--- src/hdl/assert_macros.svh ---
// ----------------------------------------------------------------------------
// Assertion macros
// Shared concurrent assertion forms for the infrared decoder RTL.
// ----------------------------------------------------------------------------
`ifndef ASSERT_MACROS_SVH
`define ASSERT_MACROS_SVH

`ifndef NO_ASSERTIONS

// Property checked on every rising clock edge outside reset.
`define ASSERT_CLKD(lbl, prop) \
    lbl: assert property (@(posedge i_clk) disable iff (!i_rst_n) prop) \
        else $error("assertion failed");

// Property checked on every rising clock edge, reset included.
`define ASSERT_ALWAYS(lbl, prop) \
    lbl: assert property (@(posedge i_clk) prop) \
        else $error("assertion failed");

`else

`define ASSERT_CLKD(lbl, prop)
`define ASSERT_ALWAYS(lbl, prop)

`endif

`endif

--- src/hdl/necir_pkg.sv ---
// ----------------------------------------------------------------------------
// necir_pkg
// Types, timing constants and helpers for the NEC infrared frame decoder.
// ----------------------------------------------------------------------------
package necir_pkg;

    // Decoder phases
    localparam logic [2:0] PH_NONE    = 3'd0;
    localparam logic [2:0] PH_START   = 3'd1;
    localparam logic [2:0] PH_DATA    = 3'd2;
    localparam logic [2:0] PH_DONE    = 3'd3;
    localparam logic [2:0] PH_INVALID = 3'd4;

    // Nominal segment lengths in microseconds
    localparam logic [31:0] LEAD_MARK_US    = 32'd9000;
    localparam logic [31:0] LEAD_SPACE_US   = 32'd4500;
    localparam logic [31:0] REPEAT_SPACE_US = 32'd2250;
    localparam logic [31:0] BIT_MARK_US     = 32'd560;
    localparam logic [31:0] ONE_SPACE_US    = 32'd560;
    localparam logic [31:0] ZERO_SPACE_US   = 32'd1680;

    localparam logic [14:0] MARK_MAX   = 15'h7FFF;
    localparam logic [4:0]  FIRST_BIT  = 5'd31;
    localparam logic [8:0]  BYTE_CHECK = 9'd255;

    // Configuration register indexes
    localparam logic [1:0] REG_HIGH_FIRST = 2'd0;
    localparam logic [1:0] REG_MATCH_TOL  = 2'd1;
    localparam logic [1:0] REG_RESET_GAP  = 2'd2;

    localparam logic        RST_HIGH_FIRST = 1'b0;
    localparam logic [11:0] RST_MATCH_TOL  = 12'd300;
    localparam logic [15:0] RST_RESET_GAP  = 16'd20000;

    typedef struct packed {
        logic        high_first;
        logic [11:0] match_tol;
        logic [15:0] reset_gap;
    } t_cfg;

    typedef struct packed {
        logic [31:0] last_time;
        logic [2:0]  phase;
        logic [4:0]  bits_left;
        logic [14:0] mark_len;
        logic [31:0] payload;
        logic        repeat_flag;
    } t_state;

    typedef struct packed {
        logic       frame_valid;
        logic       repeat_seen;
        logic [7:0] address;
        logic [7:0] key_code;
    } t_result;

    // True when a lies within tol of b.
    function automatic logic near_to(logic [31:0] a, logic [31:0] b, logic [11:0] tol);
        logic [31:0] d;
        d = (a >= b) ? (a - b) : (b - a);
        return d <= {20'd0, tol};
    endfunction

endpackage

--- src/hdl/nec_ir_frame_decoder_core.sv ---
// ----------------------------------------------------------------------------
// nec_ir_frame_decoder_core
// NEC infrared frame decoder fed with timestamped pin edges.
// ----------------------------------------------------------------------------
// Channel   Direction  Contents
// s_axis    in         one pin edge: timestamp and new level
// m_axis    out        one result per edge: flags, address and key code
// apb       in         polarity, match tolerance and restart gap registers
//
// One edge per cycle is sustained while the output is not stalled. A result
// passes through the input register and then the result register around the
// single decode step. The edge in the input register is decoded only when the
// result register is empty or being emptied, so a stalled output holds back at
// most one edge before s_axis_tready falls. Reset is synchronous and active low
// and leaves the decoder waiting for a lead.
// ----------------------------------------------------------------------------
`include "assert_macros.svh"

module nec_ir_frame_decoder_core
    import necir_pkg::*;
(
    input  logic        i_clk,
    input  logic        i_rst_n,
    // Edge input
    input  logic        s_axis_tvalid,
    output logic        s_axis_tready,
    input  logic [39:0] s_axis_tdata,   // [31:0] edge_time_us, [32] pin_level, rest zero
    // Result output
    output logic        m_axis_tvalid,
    input  logic        m_axis_tready,
    output logic [15:0] m_axis_tdata,   // [7:0] address, [15:8] key_code
    output logic [1:0]  m_axis_tuser,   // [0] frame_valid, [1] repeat_seen
    // Configuration
    input  logic        psel,
    input  logic        penable,
    input  logic        pwrite,
    input  logic [3:0]  paddr,
    input  logic [31:0] pwdata,
    output logic [31:0] prdata,
    output logic        pready
);

    t_cfg        r_cfg;
    t_state      r_state;
    t_state      n_state;
    t_result     r_out;
    t_result     n_out;
    logic        r_out_valid;
    logic        r_in_valid;
    logic [31:0] r_in_time;
    logic        r_in_level;
    logic        advance;
    logic        cfg_write;

    assign pready    = 1'b1;
    assign cfg_write = psel && penable && pwrite;

    always_ff @(posedge i_clk) begin
        if (!i_rst_n) begin
            r_cfg.high_first <= RST_HIGH_FIRST;
            r_cfg.match_tol  <= RST_MATCH_TOL;
            r_cfg.reset_gap  <= RST_RESET_GAP;
        end else if (cfg_write) begin
            unique case (paddr[3:2])
                REG_HIGH_FIRST: r_cfg.high_first <= pwdata[0];
                REG_MATCH_TOL:  r_cfg.match_tol  <= pwdata[11:0];
                REG_RESET_GAP:  r_cfg.reset_gap  <= pwdata[15:0];
                default: ;
            endcase
        end
    end

    always_comb begin
        unique case (paddr[3:2])
            REG_HIGH_FIRST: prdata = {31'd0, r_cfg.high_first};
            REG_MATCH_TOL:  prdata = {20'd0, r_cfg.match_tol};
            REG_RESET_GAP:  prdata = {16'd0, r_cfg.reset_gap};
            default:        prdata = '0;
        endcase
    end

    // The edge in the input register is decoded whenever its result can be stored.
    assign advance       = r_in_valid && (!r_out_valid || m_axis_tready);
    assign s_axis_tready = !r_in_valid || advance;

    always_ff @(posedge i_clk) begin
        if (!i_rst_n) begin
            r_in_valid <= 1'b0;
        end else if (s_axis_tready) begin
            r_in_valid <= s_axis_tvalid;
        end
    end

    always_ff @(posedge i_clk) begin
        if (s_axis_tready && s_axis_tvalid) begin
            r_in_time  <= s_axis_tdata[31:0];
            r_in_level <= s_axis_tdata[32];
        end
    end

    necir_decode u_decode (
        .i_cfg       (r_cfg),
        .i_state     (r_state),
        .i_edge_time (r_in_time),
        .i_pin_level (r_in_level),
        .o_state     (n_state),
        .o_result    (n_out)
    );

    always_ff @(posedge i_clk) begin
        if (!i_rst_n) begin
            r_state.last_time   <= '0;
            r_state.phase       <= PH_NONE;
            r_state.bits_left   <= FIRST_BIT;
            r_state.mark_len    <= '0;
            r_state.payload     <= '0;
            r_state.repeat_flag <= 1'b0;
        end else if (advance) begin
            r_state <= n_state;
        end
    end

    always_ff @(posedge i_clk) begin
        if (!i_rst_n) begin
            r_out_valid <= 1'b0;
        end else if (advance) begin
            r_out_valid <= 1'b1;
        end else if (m_axis_tready) begin
            r_out_valid <= 1'b0;
        end
    end

    always_ff @(posedge i_clk) begin
        if (advance) begin
            r_out <= n_out;
        end
    end

    assign m_axis_tvalid = r_out_valid;
    assign m_axis_tdata  = {r_out.key_code, r_out.address};
    assign m_axis_tuser  = {r_out.repeat_seen, r_out.frame_valid};

    // A repeat code never reports a complete frame.
    `ASSERT_CLKD(a_valid_not_repeat, r_out_valid && r_out.frame_valid |-> !r_out.repeat_seen)
    // The repeat flag is only ever raised together with the done phase.
    `ASSERT_CLKD(a_repeat_done, r_state.repeat_flag |-> r_state.phase == PH_DONE)
    // Bits are only counted down once data reception has begun.
    `ASSERT_CLKD(a_bits_phase, r_state.bits_left != FIRST_BIT |->
        (r_state.phase == PH_DATA || r_state.phase == PH_DONE))
    // A waiting edge with room downstream yields a result on the next cycle.
    `ASSERT_CLKD(a_no_bubble, r_in_valid && (!r_out_valid || m_axis_tready) |=> r_out_valid)

endmodule

--- src/hdl/necir_decode.sv ---
// ----------------------------------------------------------------------------
// necir_decode
// Next-state and result logic for one pin edge of the NEC decoder.
// ----------------------------------------------------------------------------
module necir_decode
    import necir_pkg::*;
(
    input  t_cfg        i_cfg,
    input  t_state      i_state,
    input  logic [31:0] i_edge_time,
    input  logic        i_pin_level,
    output t_state      o_state,
    output t_result     o_result
);

    logic [31:0] diff;
    logic [31:0] mark_ext;
    logic [8:0]  sum_hi;
    logic [8:0]  sum_lo;
    logic        is_mark;
    logic        lead_mark_ok;
    logic        bit_one_ok;

    assign diff         = i_edge_time - i_state.last_time;
    assign mark_ext     = {17'd0, i_state.mark_len};
    // The segment that ended had the level opposite to the new pin level.
    assign is_mark      = (i_pin_level != i_cfg.high_first);
    assign lead_mark_ok = near_to(mark_ext, LEAD_MARK_US, i_cfg.match_tol);
    assign bit_one_ok   = near_to(mark_ext, BIT_MARK_US, i_cfg.match_tol)
                        && near_to(diff, ONE_SPACE_US, i_cfg.match_tol);

    always_comb begin
        o_state           = i_state;
        o_state.last_time = i_edge_time;

        priority if (diff > {16'd0, i_cfg.reset_gap}) begin
            o_state.phase       = PH_NONE;
            o_state.bits_left   = FIRST_BIT;
            o_state.mark_len    = '0;
            o_state.payload     = '0;
            o_state.repeat_flag = 1'b0;
        end else if (i_state.phase != PH_NONE && i_state.phase != PH_START
                     && i_state.phase != PH_DATA) begin
            // Frame finished or abandoned: wait for a restart gap.
        end else if (is_mark) begin
            o_state.mark_len = (diff > {17'd0, MARK_MAX}) ? MARK_MAX : diff[14:0];
        end else if (i_state.phase == PH_NONE) begin
            priority if (lead_mark_ok && near_to(diff, LEAD_SPACE_US, i_cfg.match_tol)) begin
                o_state.phase = PH_START;
            end else if (lead_mark_ok
                         && near_to(diff, REPEAT_SPACE_US, i_cfg.match_tol)) begin
                o_state.phase       = PH_DONE;
                o_state.repeat_flag = 1'b1;
            end else begin
                o_state.phase = PH_INVALID;
            end
        end else begin
            // Any space that is not a one is taken as a zero.
            o_state.phase = PH_DATA;
            if (bit_one_ok) begin
                o_state.payload[i_state.bits_left] = 1'b1;
            end
            if (i_state.bits_left == '0) begin
                o_state.phase = PH_DONE;
            end else begin
                o_state.bits_left = i_state.bits_left - 5'd1;
            end
        end
    end

    assign sum_hi = {1'b0, o_state.payload[31:24]} + {1'b0, o_state.payload[23:16]};
    assign sum_lo = {1'b0, o_state.payload[15:8]} + {1'b0, o_state.payload[7:0]};

    always_comb begin
        o_result.frame_valid = (diff <= {16'd0, i_cfg.reset_gap}) && is_mark
                             && (o_state.phase == PH_DONE) && !o_state.repeat_flag
                             && (sum_hi == BYTE_CHECK) && (sum_lo == BYTE_CHECK);
        o_result.repeat_seen = o_state.repeat_flag;
        o_result.address     = o_state.payload[31:24];
        o_result.key_code    = o_state.payload[7:0];
    end

endmodule
--- config.mk ---
export PLATFORM = sky130hd
export DESIGN_NAME = nec_ir_frame_decoder_core
export DESIGN_NICKNAME = d
export VERILOG_FILES = /design/src/hdl/necir_pkg.sv /design/src/hdl/nec_ir_frame_decoder_core.sv /design/src/hdl/necir_decode.sv
export VERILOG_INCLUDE_DIRS = /design/src /design/src/hdl
export SDC_FILE = /design/constraint.sdc
export NUM_CORES = 1
export LEC_CHECK = 0
export BUFFER_PORTS_ARGS = -buffer_cell sky130_fd_sc_hd__buf_2
export CORE_ASPECT_RATIO = 0.6
export CORE_MARGIN = 2
export CORE_UTILIZATION = 40
export CTS_CLUSTER_SIZE = 40
export DETAILED_ROUTE_END_ITERATION = 16
export PLACE_DENSITY = 0.54
export SYNTH_ARGS = -nofsm -noshare
export SYNTH_HDL_FRONTEND = slang
export SYNTH_SLANG_ARGS = --single-unit
--- constraint.sdc ---
create_clock -name i_clk -period 9 [get_ports i_clk]
set_input_delay 0.9 -clock i_clk [delete_from_list [all_inputs] [get_ports i_clk]]
set_output_delay 0.9 -clock i_clk [all_outputs]
set_load 0.005 [all_outputs]
==> results_tabular.tex <==
\begin{tabular}{lr}
\hline
Metric & Value \\
\hline
\multicolumn{2}{l}{\textbf{Clock tree}} \\
\quad Clock tree from TritonCTS & done \\
\quad Clock Sinks & between 150 and 200 \\
\quad Hold-fix buffers, CTS & 0 \\
\quad Worst skew pair latency & approximately 460 ps \\
\quad Clk root buf & clkbuf\_16 \\
\quad Maximum clock insertion buffer count & 2 \\
\quad H-tree lvl count & 4 \\
\quad Clock transition at path regs & approximately 70 ps \\
\quad Clock buffers created by TritonCTS & 17 \\
\multicolumn{2}{l}{\textbf{Min path}} \\
\quad Hold Crit Depth & 2 \\
\quad Sink of the worst hold path & r\_state[65] \\
\quad Class of the tightest hold or removal check & flip-flop to flip-flop \\
\quad Worst hold path startpoint & r\_state[65] \\
\multicolumn{2}{l}{\textbf{Floorplan}} \\
\quad \# rows & 55 \\
\quad Total die area & approximately 40000 um2 \\
\quad Core area & between 30000 and 40000 um2 \\
\quad Effective utilization at floorplan & 0.4046 \\
\quad Top Ports & 136 \\
\quad Die H & approximately 160 um \\
\quad Die width & approximately 260 um \\
\multicolumn{2}{l}{\textbf{Logic synthesis}} \\
\quad Primary flip-flop cell chosen by synthesis mapping & dfxtp\_1 \\
\quad Post-Synthesis Mean Instance Area & 7.765 um2 \\
\quad EDFF count, synth & approximately 50 \\
\quad Share of Yosys cell area claimed by the top area cell type & 0.1567 \\
\quad Cell type with the highest aggregate area in the netlist & dfxtp\_1 \\
\quad Sequential fraction of the synthesis area & 0.2574 \\
\quad Number of flip-flops and latches in the synthesized netlist & 170 \\
\quad Main area contributors after synthesis & dfxtp\_1 (16\%), ha\_1 (12\%), edfxtp\_1 (10\%) \\
\quad Syn Inst Count & between 1500 and 2000 \\
\quad Cell area after technology mapping & 15200 um2 \\
\quad Warnings, synthesis & 0 \\
\quad Post-synth ARST share & 0 \\
\quad Number of distinct library cells after synthesis & slightly above 100 \\
\multicolumn{2}{l}{\textbf{Pwr}} \\
\quad Leakage & approximately 6.6 nW \\
\quad Power per cell area & between 150 and 200 nW/um2 \\
\quad Total power draw & around 2.6 mW \\
\quad Maximum VDD drop & 0.1403 mV \\
\multicolumn{2}{l}{\textbf{GRT}} \\
\quad Wire length of the first global-routing pass & approximately 78000 um \\
\quad Total Routing Usage GR & 0.2477 \\
\quad Number of antenna violations at the first check in global routing & 0 \\
\quad Vias in the first global route & between 10000 and 15000 \\
\quad Total congestion overflow after global routing & 0 \\
\quad Pin count of the biggest net entering global routing & 60 \\
\multicolumn{2}{l}{\textbf{Status}} \\
\quad Run status & finished clean \\
\multicolumn{2}{l}{\textbf{Drt}} \\
\quad Via total after detailed routing & roughly 15000 \\
\quad Top layer used by detailed routing & met4 \\
\quad Count of TritonRoute iterations in the first routing pass & 7 \\
\quad Routed length on met2 & 18850 um \\
\quad Residual DRC & 0 \\
\quad Detailed-route vias per instance & around 5.8 \\
\quad Metal-1 WL & approximately 27000 um \\
\quad Routed met3 length & 4022 um \\
\quad Number of antenna-violating nets in the routed design & 0 \\
\quad Detailed Route Iter0 Violations & $\sim$1400 \\
\quad Detailed-route wire length per cell & around 19 um \\
\quad Detailed Route WL & 49740 um \\
\multicolumn{2}{l}{\textbf{Setup path}} \\
\quad Worst-path fanout max & 16 \\
\quad Required time at the worst-slack endpoint & a little over 9000 ps \\
\quad Reg-to-reg setup timing slack & approximately 580 ps \\
\quad Launching element type of the critical path & flip-flop \\
\quad Critical path's most frequent cell & o21a\_1 \\
\quad Critical Path AT & between 8000 and 9000 ps \\
\quad Type of element capturing the critical path & flip-flop \\
\quad Path type of the worst setup path & flip-flop to flip-flop \\
\quad Startpoint of the worst register-to-register path & r\_in\_time[12] \\
\quad Slowest cell delay on critical path & 460 ps \\
\quad Cell depth of the worst flop-to-flop path & 37 \\
\quad Slowest CP cell & fa\_1 \\
\quad Reg-to-reg critical path endpoint & m\_axis\_tuser[0] \\
\multicolumn{2}{l}{\textbf{Timing}} \\
\quad Final period util & 0.9360 \\
\quad Final number of setup-violating endpoints & 0 \\
\quad Post-layout worst setup margin & between 500 and 600 ps \\
\quad Number of pins with negative max-slew slack in the final report & 0 \\
\quad Highest clock rate & $\sim$120 MHz \\
\quad Count of final hold-check violations & 0 \\
\quad Setup TNS & 0 ps \\
\quad Slew headroom & 0.1499 \\
\quad Worst Max-Slew Pin Slew & 1264 ps \\
\quad Fin crit period & 8424 ps \\
\quad Setup clock skew after layout & around 25 ps \\
\multicolumn{2}{l}{\textbf{Flow run}} \\
\quad Max-cap check violation count & 0 \\
\multicolumn{2}{l}{\textbf{Place}} \\
\quad Cell total after placement & around 2500 \\
\quad HPWL after detailed placement & 38870 um \\
\quad Number of input and output port buffers inserted & 93 \\
\quad Worst slack at placement & around 330 ps \\
\quad Global placement routability congestion & $\sim$1 \\
\multicolumn{2}{l}{\textbf{Layout}} \\
\quad Ratio of cells with drive above 1 in the final layout & 0.1411 \\
\quad Filler Cells Inserted & $\sim$3900 \\
\quad Multi-input gate area in the final layout & approximately 10000 um2 \\
\quad Number of antenna repair diodes & 0 \\
\quad Sequential cell area & 3914 um2 \\
\quad Final Core Density & 0.4576 \\
\quad Area added between synthesis and finish & 13.09\% \\
\quad Number of cells in the finished layout apart from fillers & about 2600 \\
\quad Net count, final & between 2000 and 2500 \\
\hline
\end{tabular}
-- registers in the layout, summed over array words and instances, names as in the netlist --
signal         flops
r_state           88
r_in_level         1
r_in_time         32
m_axis_tuser       2
m_axis_tdata      16
r_in_valid         1
m_axis_tvalid      1
r_cfg             29
-- cell usage after synthesis (6+ instances only) --
cell type / instances
xor2_1: 16
nand4_1: 39
mux2i_1: 20
o21a_1: 34
nor2b_1: 17
a31oi_1: 87
o21bai_1: 7
nor3b_1: 9
or3_1: 16
and4_1: 8
nor2_1: 184
clkbuf_1: 74
edfxtp_1: 51
a21oi_1: 180
nor3_1: 43
a22o_1: 11
o21ai_1: 8
dfxtp_1: 119
o211a_1: 6
buf_4: 20
and2_1: 20
o2111ai_1: 8
nand2b_1: 11
nand2_1: 230
nand3_1: 37
ha_1: 145
inv_1: 94
buf_6: 7
a21o_1: 26
buf_2: 18
o21ai_0: 97
xnor2_1: 80
o31ai_1: 9
or2_2: 8
and3_1: 17
o211ai_1: 25
a211oi_1: 27
nor4_1: 13
-- timing repair --
item                       CTS  global route
resized for setup            0            29
setup endpoints to repair    0             1
setup buffers                0             9
-- layout make-up --
type                            count  area share
Multi-Input combinational cell   1577      0.6091
Sequential cell                   170      0.2276
Timing Repair Buffer              187     0.06885
Tap cell                          513     0.03733
Clock buffer                       20     0.02664
Inverter                          103     0.02263
Clock inverter                     12    0.007860
-- layer usage --
metal / GRT usage / up-vias
li1: - / 7297
met1: 0.3973 / 7010
met2: 0.3306 / 532
met3: 0.05474 / 32
met4: 0.04261 / 0
met5: 0 / -
-- cells by family after synthesis --
| kind of cell | Yosys count | share of synthesized area |
|---|---|---|
| xor+xnor | 99 | 0.05925 |
| mux | 25 | 0.01687 |
| buf+inv | 226 | 0.06584 |
| fa+ha+maj | 148 | 0.1233 |
| compound gates | 606 | 0.2610 |
| other cells | 2 | 0.0004940 |
| flops | 170 | 0.2574 |
| simple gates | 682 | 0.2159 |
-- per-stage QoR --
stage	hold slack (ps)	area (um2)
4_1_cts	455.6	17010
6_report	452.6	17190
2_1_floorplan	436.3	15260
5_1_grt	472.8	17190
3_5_place_dp	446.5	16420
3_3_place_gp	441.4	16420
-- power breakdown --
group	total, mW	internal, mW	switching, mW
combinational	0.994	0.367	0.627
sequential	0.826	0.812	0.0138
clock	0.769	0.428	0.341
-- critical path, delay by kind of cell (launching register included) --
family | cells | cell delay, ps
and+or+nand+nor | 12 | 2630
buffers and inverters | 3 | 410
AOI/OAI and AO/OA | 18 | 3480
DFF | 1 | 400
adders and majority gates | 4 | 1350
-- worst max path at each step --
| stage | start | to | slack [ps] | cells after the start |
|---|---|---|---|---|
| finish | r_in_time[12] | m_axis_tuser[0] | 580 | 37 |
| global route | r_in_time[14] | m_axis_tuser[0] | -20 | 37 |
| CTS | r_in_time[0] | m_axis_tuser[0] | 270 | 39 |
| detailed placement | r_in_time[0] | m_axis_tuser[0] | 330 | 39 |
| global placement | r_in_time[0] | m_axis_tuser[0] | 380 | 40 |
| floorplan | r_in_time[0] | m_axis_tuser[0] | 1020 | 40 |
-- cell usage in the layout (no fill, tap or decap), types with 20 or more instances in the layout --
cell type  netlist  layout
a211oi_1        27      26
a21o_1          26      26
a21oi_1        180     177
a31oi_1         87      87
buf_2           18      93
buf_4           20      93
dfxtp_1        119     119
edfxtp_1        51      51
ha_1           145     141
inv_1           94      93
mux2i_1         20      20
nand2_1        230     230
nand3_1         37      37
nand4_1         39      39
nor2_1         184     183
nor3_1          43      42
o211ai_1        25      25
o21a_1          34      34
o21ai_0         97      92
xnor2_1         80      80
Power figures use the tool's default switching activity.
